===== src/hdl/spq_pkg.sv =====
// ----------------------------------------------------------------------------
// spq_pkg
// Shared types and constants of the stable priority queue.
// ----------------------------------------------------------------------------
package spq_pkg;

   localparam int CMD_W    = 2;
   localparam int ID_W     = 16;
   localparam int PRIO_W   = 8;
   localparam int STATUS_W = 2;
   localparam int OCC_W    = 5;

   typedef enum logic [CMD_W-1:0] {
      CMD_INSERT  = 2'd0,
      CMD_REMOVE  = 2'd1,
      CMD_POP     = 2'd2,
      CMD_REQUEUE = 2'd3
   } cmd_type;

   typedef enum logic [STATUS_W-1:0] {
      STATUS_OK        = 2'd0,
      STATUS_EMPTY     = 2'd1,
      STATUS_NOT_FOUND = 2'd2,
      STATUS_FULL      = 2'd3
   } status_type;

   typedef enum logic [2:0] {
      ST_IDLE,
      ST_FIND,
      ST_REMOVE,
      ST_INSERT,
      ST_FINISH
   } state_type;

   typedef struct packed {
      logic load;
      logic find;
      logic front;
      logic remove;
      logic capture;
      logic insert;
      logic finish;
   } ctl_type;

   typedef struct packed {
      logic found;
      logic empty;
      logic full;
   } stat_type;

endpackage


===== src/hdl/spq_req_if.sv =====
// ----------------------------------------------------------------------------
// spq_req_if
// Command channel of the priority queue: valid/ready with command payload.
// ----------------------------------------------------------------------------
interface spq_req_if;
   logic                       valid;
   logic                       ready;
   logic [spq_pkg::CMD_W-1:0]  cmd;
   logic [spq_pkg::ID_W-1:0]   item_id;
   logic [spq_pkg::PRIO_W-1:0] priority_req;

   modport source (output valid, cmd, item_id, priority_req, input ready);
   modport sink (input valid, cmd, item_id, priority_req, output ready);
endinterface


===== src/hdl/spq_rsp_if.sv =====
// ----------------------------------------------------------------------------
// spq_rsp_if
// Result channel of the priority queue: valid/ready with result payload.
// ----------------------------------------------------------------------------
interface spq_rsp_if;
   logic                         valid;
   logic                         ready;
   logic [spq_pkg::STATUS_W-1:0] status;
   logic [spq_pkg::ID_W-1:0]     out_id;
   logic [spq_pkg::PRIO_W-1:0]   out_priority;
   logic [spq_pkg::OCC_W-1:0]    occupancy;

   modport source (output valid, status, out_id, out_priority, occupancy, input ready);
   modport sink (input valid, status, out_id, out_priority, occupancy, output ready);
endinterface


===== src/hdl/spq_ctrl.sv =====
// ----------------------------------------------------------------------------
// spq_ctrl
// Command sequencer: search, shift out, shift in, then hand over the result.
// ----------------------------------------------------------------------------
module spq_ctrl (
   input  logic                         clock,
   input  logic                         reset,
   input  logic                         req_valid,
   input  logic [spq_pkg::CMD_W-1:0]    req_cmd,
   output logic                         req_ready,
   input  logic                         rsp_ready,
   output logic                         rsp_valid,
   output logic [spq_pkg::STATUS_W-1:0] rsp_status,
   input  spq_pkg::stat_type            stat,
   output spq_pkg::ctl_type             ctl
);

   spq_pkg::state_type  state_ff, state_in;
   spq_pkg::cmd_type    cmd_ff;
   spq_pkg::status_type code_ff, code_in;
   spq_pkg::status_type rsp_status_ff;
   logic                rsp_valid_ff;
   logic                out_free;

   assign out_free = !rsp_valid_ff || rsp_ready;

   always_comb begin
      state_in = state_ff;
      case (state_ff)
         spq_pkg::ST_IDLE:   if (req_valid) state_in = spq_pkg::ST_FIND;
         spq_pkg::ST_FIND:   state_in = spq_pkg::ST_REMOVE;
         spq_pkg::ST_REMOVE: state_in = spq_pkg::ST_INSERT;
         spq_pkg::ST_INSERT: state_in = spq_pkg::ST_FINISH;
         spq_pkg::ST_FINISH: if (out_free) state_in = spq_pkg::ST_IDLE;
         default:            state_in = spq_pkg::ST_IDLE;
      endcase
   end

   always_comb begin
      ctl       = '0;
      req_ready = 1'b0;
      code_in   = code_ff;
      case (state_ff)
         spq_pkg::ST_IDLE: begin
            req_ready = !reset;
            ctl.load  = req_valid && !reset;
         end
         spq_pkg::ST_FIND: begin
            ctl.find  = 1'b1;
            ctl.front = (cmd_ff == spq_pkg::CMD_POP);
         end
         spq_pkg::ST_REMOVE: begin
            ctl.remove  = (cmd_ff != spq_pkg::CMD_INSERT) && stat.found;
            ctl.capture = ctl.remove && (cmd_ff inside {spq_pkg::CMD_REMOVE, spq_pkg::CMD_POP});
            code_in     = spq_pkg::STATUS_OK;
            if (cmd_ff inside {spq_pkg::CMD_REMOVE, spq_pkg::CMD_POP}) begin
               if (stat.empty) code_in = spq_pkg::STATUS_EMPTY;
               else if (!stat.found) code_in = spq_pkg::STATUS_NOT_FOUND;
            end
         end
         spq_pkg::ST_INSERT: begin
            if (cmd_ff inside {spq_pkg::CMD_INSERT, spq_pkg::CMD_REQUEUE}) begin
               ctl.insert = !stat.full;
               if (stat.full) code_in = spq_pkg::STATUS_FULL;
            end
         end
         spq_pkg::ST_FINISH: begin
            ctl.finish = out_free;
         end
         default: begin
            ctl = '0;
         end
      endcase
   end

   always_ff @(posedge clock) begin
      if (reset) begin
         state_ff     <= spq_pkg::ST_IDLE;
         rsp_valid_ff <= 1'b0;
      end else begin
         state_ff <= state_in;
         if (ctl.finish) rsp_valid_ff <= 1'b1;
         else if (rsp_ready) rsp_valid_ff <= 1'b0;
      end
   end

   always_ff @(posedge clock) begin
      code_ff <= code_in;
      if (ctl.load) cmd_ff <= spq_pkg::cmd_type'(req_cmd);
      if (ctl.finish) rsp_status_ff <= code_ff;
   end

   assign rsp_valid  = rsp_valid_ff;
   assign rsp_status = rsp_status_ff;

endmodule


===== src/hdl/spq_dpath.sv =====
// ----------------------------------------------------------------------------
// spq_dpath
// Shifting cell array of sorted entries with id search and result register.
// ----------------------------------------------------------------------------
module spq_dpath #(
   parameter int QUEUE_DEPTH = 16
) (
   input  logic                       clock,
   input  logic                       reset,
   input  logic [spq_pkg::ID_W-1:0]   req_item_id,
   input  logic [spq_pkg::PRIO_W-1:0] req_priority,
   input  spq_pkg::ctl_type           ctl,
   output spq_pkg::stat_type          stat,
   output logic [spq_pkg::ID_W-1:0]   rsp_out_id,
   output logic [spq_pkg::PRIO_W-1:0] rsp_out_priority,
   output logic [spq_pkg::OCC_W-1:0]  rsp_occupancy
);

   localparam int CW = $clog2(QUEUE_DEPTH + 1);
   localparam int LG = $clog2(QUEUE_DEPTH);

   logic [spq_pkg::ID_W-1:0]   id_ff   [QUEUE_DEPTH];
   logic [spq_pkg::ID_W-1:0]   id_in   [QUEUE_DEPTH];
   logic [spq_pkg::PRIO_W-1:0] prio_ff [QUEUE_DEPTH];
   logic [spq_pkg::PRIO_W-1:0] prio_in [QUEUE_DEPTH];
   logic [CW-1:0]              count_ff, count_in;
   logic [spq_pkg::ID_W-1:0]   key_id_ff;
   logic [spq_pkg::PRIO_W-1:0] key_prio_ff;
   logic [QUEUE_DEPTH-1:0]     mask_ff, mask_in;
   logic                       found_ff, found_in;
   logic [QUEUE_DEPTH-1:0]     match, prefix, first, gt, gt_prev, at;
   logic [spq_pkg::ID_W-1:0]   sel_id;
   logic [spq_pkg::PRIO_W-1:0] sel_prio;
   logic [spq_pkg::ID_W-1:0]   cap_id_ff, out_id_ff;
   logic [spq_pkg::PRIO_W-1:0] cap_prio_ff, out_prio_ff;
   logic [spq_pkg::OCC_W-1:0]  occ_ff;

   always_comb begin
      for (int i = 0; i < QUEUE_DEPTH; i++) begin
         match[i] = (count_ff > CW'(i)) && (id_ff[i] == key_id_ff);
         gt[i]    = (count_ff > CW'(i)) && (prio_ff[i] > key_prio_ff);
      end
      prefix = match;
      for (int k = 0; k < LG; k++) begin
         prefix = prefix | (prefix << (1 << k));
      end
      gt_prev = gt << 1;
      for (int i = 0; i < QUEUE_DEPTH; i++) begin
         at[i] = (gt[i] || (count_ff == CW'(i))) && !gt_prev[i];
      end
      first = mask_ff & ~(mask_ff << 1);
   end

   always_comb begin
      sel_id   = '0;
      sel_prio = '0;
      for (int i = 0; i < QUEUE_DEPTH; i++) begin
         sel_id   = sel_id | (id_ff[i] & {spq_pkg::ID_W{first[i]}});
         sel_prio = sel_prio | (prio_ff[i] & {spq_pkg::PRIO_W{first[i]}});
      end
   end

   always_comb begin
      mask_in  = mask_ff;
      found_in = found_ff;
      if (ctl.find) begin
         if (ctl.front) begin
            mask_in  = '1;
            found_in = (count_ff != '0);
         end else begin
            mask_in  = prefix;
            found_in = |match;
         end
      end
   end

   always_comb begin
      id_in    = id_ff;
      prio_in  = prio_ff;
      count_in = count_ff;
      if (ctl.remove) begin
         for (int i = 0; i < QUEUE_DEPTH - 1; i++) begin
            if (mask_ff[i]) begin
               id_in[i]   = id_ff[i + 1];
               prio_in[i] = prio_ff[i + 1];
            end
         end
         count_in = count_ff - CW'(1);
      end else if (ctl.insert) begin
         if (at[0]) begin
            id_in[0]   = key_id_ff;
            prio_in[0] = key_prio_ff;
         end
         for (int i = 1; i < QUEUE_DEPTH; i++) begin
            if (at[i]) begin
               id_in[i]   = key_id_ff;
               prio_in[i] = key_prio_ff;
            end else if (gt_prev[i]) begin
               id_in[i]   = id_ff[i - 1];
               prio_in[i] = prio_ff[i - 1];
            end
         end
         count_in = count_ff + CW'(1);
      end
   end

   always_ff @(posedge clock) begin
      if (reset) begin
         count_ff <= '0;
      end else begin
         count_ff <= count_in;
      end
   end

   always_ff @(posedge clock) begin
      id_ff    <= id_in;
      prio_ff  <= prio_in;
      mask_ff  <= mask_in;
      found_ff <= found_in;
      if (ctl.load) begin
         key_id_ff   <= req_item_id;
         key_prio_ff <= req_priority;
         cap_id_ff   <= '0;
         cap_prio_ff <= '0;
      end else if (ctl.capture) begin
         cap_id_ff   <= sel_id;
         cap_prio_ff <= sel_prio;
      end
      if (ctl.finish) begin
         out_id_ff   <= cap_id_ff;
         out_prio_ff <= cap_prio_ff;
         occ_ff      <= spq_pkg::OCC_W'(count_ff);
      end
   end

   assign stat.found = found_ff;
   assign stat.empty = (count_ff == '0);
   assign stat.full  = (count_ff == CW'(QUEUE_DEPTH));

   assign rsp_out_id       = out_id_ff;
   assign rsp_out_priority = out_prio_ff;
   assign rsp_occupancy    = occ_ff;

endmodule


===== src/hdl/stable_priority_queue.sv =====
// ----------------------------------------------------------------------------
// stable_priority_queue
// Sorted priority queue of (id, priority) entries, ties kept in arrival order.
//
//   channel   direction  payload
//   req_chan  in         cmd, item_id, priority_req
//   rsp_chan  out        status, out_id, out_priority, occupancy
//
// Each item passes through accept, id search, shift-out, shift-in and result
// load in turn; the next item is accepted only after result load.
// The result sits in an output register; a new item is accepted while it waits.
// A stalled result holds the sequencer in its last step until taken.
// Reset empties the queue at once; cell contents are not cleared.
// ----------------------------------------------------------------------------
module stable_priority_queue #(
   parameter int QUEUE_DEPTH = 16
) (
   input  logic      clock,
   input  logic      reset,
   spq_req_if.sink   req_chan,
   spq_rsp_if.source rsp_chan
);

   spq_pkg::ctl_type  ctl;
   spq_pkg::stat_type stat;

   spq_ctrl u_ctrl (
      .clock      (clock),
      .reset      (reset),
      .req_valid  (req_chan.valid),
      .req_cmd    (req_chan.cmd),
      .req_ready  (req_chan.ready),
      .rsp_ready  (rsp_chan.ready),
      .rsp_valid  (rsp_chan.valid),
      .rsp_status (rsp_chan.status),
      .stat       (stat),
      .ctl        (ctl)
   );

   spq_dpath #(
      .QUEUE_DEPTH (QUEUE_DEPTH)
   ) u_dpath (
      .clock            (clock),
      .reset            (reset),
      .req_item_id      (req_chan.item_id),
      .req_priority     (req_chan.priority_req),
      .ctl              (ctl),
      .stat             (stat),
      .rsp_out_id       (rsp_chan.out_id),
      .rsp_out_priority (rsp_chan.out_priority),
      .rsp_occupancy    (rsp_chan.occupancy)
   );

   a_no_shift_conflict: assert property (@(posedge clock) disable iff (reset)
      !(ctl.remove && ctl.insert))
      else $error("remove and insert in the same cycle");

   a_busy_after_accept: assert property (@(posedge clock) disable iff (reset)
      (req_chan.valid && req_chan.ready) |=> !req_chan.ready)
      else $error("item accepted while busy");

   a_error_zero_payload: assert property (@(posedge clock) disable iff (reset)
      (rsp_chan.valid && (rsp_chan.status != spq_pkg::STATUS_OK))
         |-> (rsp_chan.out_id == '0) && (rsp_chan.out_priority == '0))
      else $error("error result carries an entry");

   a_no_insert_full: assert property (@(posedge clock) disable iff (reset)
      ctl.insert |-> !stat.full)
      else $error("insert into a full queue");

endmodule


===== src/flat_wrapper.sv =====
// flat-port wrapper written by rule: the top's interface ports become plain ports
module stable_priority_queue_flat 
#(
   parameter int QUEUE_DEPTH = 16
)
  (clock, reset, req_chan_valid, req_chan_cmd, req_chan_item_id, req_chan_priority_req, req_chan_ready, rsp_chan_valid, rsp_chan_status, rsp_chan_out_id, rsp_chan_out_priority, rsp_chan_occupancy, rsp_chan_ready);
  spq_req_if req_chan_i ();
  spq_rsp_if rsp_chan_i ();
  input  logic clock;
  input  logic reset;
  input wire logic [$bits(req_chan_i.valid)-1:0] req_chan_valid;
  input wire logic [$bits(req_chan_i.cmd)-1:0] req_chan_cmd;
  input wire logic [$bits(req_chan_i.item_id)-1:0] req_chan_item_id;
  input wire logic [$bits(req_chan_i.priority_req)-1:0] req_chan_priority_req;
  output wire logic [$bits(req_chan_i.ready)-1:0] req_chan_ready;
  output wire logic [$bits(rsp_chan_i.valid)-1:0] rsp_chan_valid;
  output wire logic [$bits(rsp_chan_i.status)-1:0] rsp_chan_status;
  output wire logic [$bits(rsp_chan_i.out_id)-1:0] rsp_chan_out_id;
  output wire logic [$bits(rsp_chan_i.out_priority)-1:0] rsp_chan_out_priority;
  output wire logic [$bits(rsp_chan_i.occupancy)-1:0] rsp_chan_occupancy;
  input wire logic [$bits(rsp_chan_i.ready)-1:0] rsp_chan_ready;
  assign req_chan_i.valid = req_chan_valid;
  assign req_chan_i.cmd = req_chan_cmd;
  assign req_chan_i.item_id = req_chan_item_id;
  assign req_chan_i.priority_req = req_chan_priority_req;
  assign req_chan_ready = req_chan_i.ready;
  assign rsp_chan_valid = rsp_chan_i.valid;
  assign rsp_chan_status = rsp_chan_i.status;
  assign rsp_chan_out_id = rsp_chan_i.out_id;
  assign rsp_chan_out_priority = rsp_chan_i.out_priority;
  assign rsp_chan_occupancy = rsp_chan_i.occupancy;
  assign rsp_chan_i.ready = rsp_chan_ready;
  stable_priority_queue #(.QUEUE_DEPTH(QUEUE_DEPTH)) u_core (.clock(clock), .reset(reset), .req_chan(req_chan_i), .rsp_chan(rsp_chan_i));
endmodule

===== config.mk =====
export PLATFORM = sky130hd
export DESIGN_NAME = stable_priority_queue_flat
export DESIGN_NICKNAME = d
export VERILOG_FILES = /design/src/hdl/spq_pkg.sv /design/src/hdl/spq_req_if.sv /design/src/hdl/spq_rsp_if.sv /design/src/hdl/spq_ctrl.sv /design/src/hdl/spq_dpath.sv /design/src/hdl/stable_priority_queue.sv /design/src/flat_wrapper.sv
export SDC_FILE = /design/constraint.sdc
export NUM_CORES = 2
export LEC_CHECK = 0
export ABC_AREA = 1
export BUFFER_PORTS_ARGS = -buffer_cell sky130_fd_sc_hd__buf_2
export CORE_MARGIN = 5
export CORE_UTILIZATION = 40
export DETAILED_ROUTE_END_ITERATION = 8
export GPL_ROUTABILITY_DRIVEN = 0
export SLEW_MARGIN = 20
export SYNTH_ARGS = -nofsm -noshare
export SYNTH_HDL_FRONTEND = slang
export SYNTH_SLANG_ARGS = --single-unit

===== constraint.sdc =====
create_clock -name clock -period 8.1 [get_ports clock]
set_input_delay 0.405 -clock clock [delete_from_list [all_inputs] [get_ports clock]]
set_output_delay 0.405 -clock clock [all_outputs]
set_load 0.03 [all_outputs]

Word-level counts from Yosys, hierarchy flattened. Cells that the tools add are included.

Bits in registers: 493. Latch bits: 0. Memory bits (writable): 0. Bits in read-only memories: 0. Bits of input ports: 30. Output and inout port bits: 33. Logic and storage cells: 455. Memories kept: 0.

Add/subtract/negate cells: 2. Multiply operators: 0. Divide/modulo/power cells: 0. Order comparisons: 32. Eq/ne operators: 58. Shift-type cells: 0. Multiplexer cells: 117. Bitwise gates (word level): 69. Reduce and logical (&&, ||, !) cells: 130.

Operator list (count): two-way mux 16 bit (46); two-way mux 8 bit (46); OR 16 bit (19); bitwise AND 16 bit (17); equality test 16 bit (16); two-way mux 256 bit (1); two-way mux 240 bit (1); bitwise AND 8 bit (16); > comparator 8 bit (16); two-way mux 128 bit (1); two-way mux 120 bit (1); OR 8 bit (15); AND reduction 3 bit (17); logical AND 1 bit (50); nonzero test 3 bit (14); equality test 5 x 4 -> 1 bit, second input constant (8); > comparator 5 x 4 -> 1 bit, second input constant (8); inequality test 2 bit, second input constant (19); equality test 5 x 3 -> 1 bit, second input constant (4); > comparator 5 x 3 -> 1 bit, second input constant (4); logical NOT 1 bit (18); logical OR 1 bit (17); inverter 16 bit (1); nonzero test 2 bit (8); other kinds (25) (45).

Longest topological paths before layout.
Depth after elaboration: 18. Mapped depth: 16. Depth with buffers taken out: 14.

Modules after synthesis. A second synthesis with hierarchy kept.

Cells, all modules: 4758. Area, all modules: 34864.7 um^2.

Modules (own cells, without submodules): spq_dpath (instances 1, cells each 4708, area each 34378.0 um^2); spq_ctrl (instances 1, cells each 50, area each 486.7 um^2).

Least setup slack after synthesis. No wires, ideal clock.

Kind: register to register. Start point: register u_core.u_dpath.key_prio_ff[7] (netlist bit). End point: register u_core.u_dpath.id_ff[160] (netlist bit) (enable). Arrival time: 3.797 ns. Slack: 3.861 ns. Cell stages (with the launch flop): 11. Path buffers: 1. Period minus slack after synthesis: 4.239 ns. Path through: edfxtp_1 > inv_1 > clkbuf_1 > ha_1 > nand2_1 > nor2_1 > nand4_1 > nand3_4 > nand2_4 > nor2_1 > a211oi_1.

Word-level cells in the longest chain between the ends: 6.

Ends and longest elaborated chain: from (decl) (line spq_dpath.sv:28) `logic [spq_pkg::PRIO_W-1:0] key_prio_ff;`; from (signal assigned) (line spq_dpath.sv:122) `key_prio_ff <= req_priority;`; > comparator 8 bit (line spq_dpath.sv:41) `gt[i] = (count_ff > CW'(i)) && (prio_ff[i] > key_prio_ff);`; logical AND 1 bit (line spq_dpath.sv:41); logical OR 1 bit / logical NOT 1 bit (equally long branches) (line spq_dpath.sv:49) `at[i] = (gt[i] || (count_ff == CW'(i))) && !gt_prev[i];`; logical AND 1 bit (line spq_dpath.sv:49); nonzero test 3 bit (no line) *; AND reduction 3 bit (no line) *; to (signal assigned) (line spq_dpath.sv:116) `id_ff <= id_in;`; to (decl) (line spq_dpath.sv:22) `logic [spq_pkg::ID_W-1:0] id_ff [QUEUE_DEPTH];`.

Mark *: on every way between the ends. The rest lies on a longest branch, timed or not. A chain may end at the register's enable or synchronous reset.

==> impl_results.md <==
* Max Clk Rate at 235 MHz
* Compound-gate portion of the synthesized area at 13.5%
* Cell area after synthesis at 0.0342 sq mm
* Post-CTS setup buffers at 0
* Final Slew Violations at 0
* Worst path slowest cell: inv_1
* FFs w/ async S/R, synth at 0%
* Top-area cell type share of the netlist area at 40.4%
* Yosys top cell by area: edfxtp_1
* Area contributors post-synth: edfxtp_1 40%, nand2_1 19%, ha_1 4.9%
* VDD IR-drop max at 0.154 mV
* Detailed-route wire length at 145000 um
* NumNets Final at 4720
* Crit-path max cell delay at 0.87 ns
* Min Tclk post-route at 4.26 ns
* Area growth syn-to-layout at 9.59%
* Avg WL per Cell at 25.2 um
* Crit path max fanout at 30
* TritonCTS clock tree: built
* H-tree depth at 2
* Fillcell total at 8529
* CP Class: reg2reg
* HPWL after DPL at 99100 um
* Syn_nets at 4764
* Syn_area_per_cell at 7.43 sq um
* CP Cell Sequence: inv_1, buf_4, ha_1, nand2_1, nor2_1, nand4_1, nand3_2, nand2_1, nand2_1, inv_1, nand2_1, nand3_1, nand2_1
* Worst Setup Start Kind: flop
* Adder-cell share of the synthesized area at 4.94%
* Clk pin slew, worst setup/hold paths at 0.06 ns
* Synth warn at 0
* Outcome: finished with violations
* Min-Delay Startpoint: req_chan_priority_req[4]
* Post-synthesis xor/xnor area fraction at 2.00%
* FF+latch count, synth at 493
* Reg2reg start: u_core.u_dpath.key_prio_ff[5]
* Initial core utilization at 40.2%
* GRT Util Overall at 30.6%
* Leak at 16.2 nW
* Via density at 5.93
* Setup TNS at 0 ns
* Final setup fails at 0
* Critical Path AT at 4.64 ns
* I/O pin count at 63
* Post-place setup slack at 3.97 ns
* Total gr overflow at 0
* Synth top cells by count: 1689 x nand2_1, 460 x edfxtp_1, 380 x inv_1
* CP most frequent cell: nand2_1
* Failing checks: design-rule violations
* Rel. slew slack at 17.6%
* Area of the die at 0.0914 sq mm
* Maxcap violations at 0
* CTS Buf Count at 58
* Number of global-route vias before repair at 31000
* Post-CTS Resized at 0
* Delay-heaviest family, CP: simple AND/OR/NAND/NOR gates
* Count leader, synth: nand2_1
* CTS root buf: clkbuf_16
* P per Cell Area at 179 mW/mm^2
* Initial DRC count at 5445
* Worst-Skew Late Latency at 0.64 ns
* Worst-Margin Slew at 1.23 ns
* Clock Skew at 0.0230 ns
* DIE WIDTH at 302 um
* Fraction of layout cells with a size suffix above 1 at 7.12%
* Worst setup slack after layout at 3.84 ns
* Post-synth cell types at 52
* Worst Hold Class: in2reg
* Largest net degree at the start of global routing at 99
* Sequential share of the synthesized area at 42.3%
* Cells after Synth at 4599
* Final hold viol count at 0
* Post-Synth Simple-Gate Area at 28.5%
* EDFF count, synth at 460
* Worst Path Required at 8.48 ns
* Pre-antenna DRT Iters at 9
* Tcrit/Tclk final at 52.6%
* Floorplan row count at 107
* Buf+Inv Stages, Crit Path at 3
* CP Capture Type: flop
* First-pass GRT wire length at 209000 um
* Num Clock Sinks at 493
* Die H at 302 um
* Core area at 0.0850 sq mm
* Unrepaired setup endpoints after global routing: false
* DR vias at 34100
* Fin cells at 5749
* CP startpoint: u_core.u_dpath.key_prio_ff[5]
* Mux share of post-synthesis cell area at 0%
* Top FF cell, synth: edfxtp_1
* DP Cell Count at 5615
* Largest family of logic cells by synthesized area: simple AND/OR/NAND/NOR gates
* Longest Clk Path Bufs at 3
* DRT antenna net count at 0
* Detailed-route DRC error count at 2
* Initial antenna violation count at 3
* PortBufs at 62
## per-layer routing
metal / routed length, um / GRT usage [%]
met2: 60000 / 44.6
met3: 20600 / 9.19
met1: 57300 / 42.2
met4: 7220 / 13.2
met5: 24 / 0
## registers in the layout, indices dropped and copies added, names as in the netlist
register	count
u_core.u_dpath.key_id_ff	16
u_core.u_dpath.found_ff	1
u_core.u_dpath.count_ff	5
u_core.u_dpath.key_prio_ff	8
u_core.u_ctrl.rsp_status	2
u_core.u_ctrl.code_ff	2
u_core.u_dpath.id_ff	256
u_core.u_ctrl.cmd_ff	2
u_core.u_dpath.rsp_out_id	16
u_core.u_dpath.cap_id_ff	16
u_core.u_ctrl.rsp_valid	1
u_core.u_dpath.mask_ff	16
u_core.u_ctrl.state_ff	3
u_core.u_dpath.cap_prio_ff	8
u_core.u_dpath.prio_ff	128
u_core.u_dpath.rsp_out_priority	8
u_core.u_dpath.rsp_occupancy	5
## through the flow
| stage | util (%) | hold WS, ns | total power (W) | area, sq um |
|---|---|---|---|---|
| after floorplan | - | 0.400 | 0.00357 | 34200 |
| after global placement | 41.5 | 0.401 | 0.00394 | 35300 |
| after detailed placement | 41.5 | 0.406 | 0.00395 | 35300 |
| after CTS | 44.1 | 0.0196 | 0.00666 | 37500 |
| after global routing | 44.1 | 0.0292 | 0.00687 | 37500 |
| final | 44.1 | 0.0541 | 0.00670 | 37500 |
## worst paths after layout
kind / endpoint / slack (ns) / cells past startpoint
setup / recovery: u_core.u_dpath.id_ff[138] / 3.84 / 13
hold / removal: u_core.u_dpath.key_prio_ff[4] / 0.05 / 1
setup reg to reg: u_core.u_dpath.id_ff[138] / 3.84 / 13
hold reg to reg: u_core.u_ctrl.rsp_status[1] / 0.42 / 0
## cell families (layout without fill, tap and decap cells)
logic type | count (synthesis) | count (layout)
other | 0 | 1
xor gates and xnor gates | 78 | 78
AOI/OAI and AO/OA | 834 | 834
DFF | 493 | 493
and+or+nand+nor | 2386 | 2386
buffers and inverters | 673 | 678
adders and majority gates | 135 | 135
## power breakdown
part,internal [W],switching (W)
clock network,0.00158,0.00116
registers,0.00286,0.0000707
logic,0.000254,0.000778
## repair_timing
item / 4_1_cts / 5_1_grt
setup endpoints to repair: 0 / 0
hold buffers: 24 / 0
hold endpoints to repair: 24 / 0
## layout make-up
type	count	area (sq um)	share of cell area, %
sequential	493	14500	38.6
clock buffer	80	1730	4.62
timing repair buffer	161	1110	2.97
clock inverter	29	211	0.564
tap	1144	1430	3.82
inverter	408	1550	4.15
multi-input combinational	3433	16900	45.2
antenna	1	2.50	0.00668
## placed cells by master (no fill, tap or decap), drive strengths merged, types with 11 or more instances in the layout
cell	n
a221oi	22
o21a	15
buf	137
inv	401
nand3	283
a41oi	11
nand2	1707
nor4	18
o22ai	108
edfxtp	460
xnor2	12
clkbuf	80
ha	135
o21ai	468
a21oi	164
nor2	320
nor3	19
xor2	66
dlygate4sd3	24
clkinv	32
nand4	31
dfxtp	33
a211oi	12
Power figures use the tool's default switching activity.
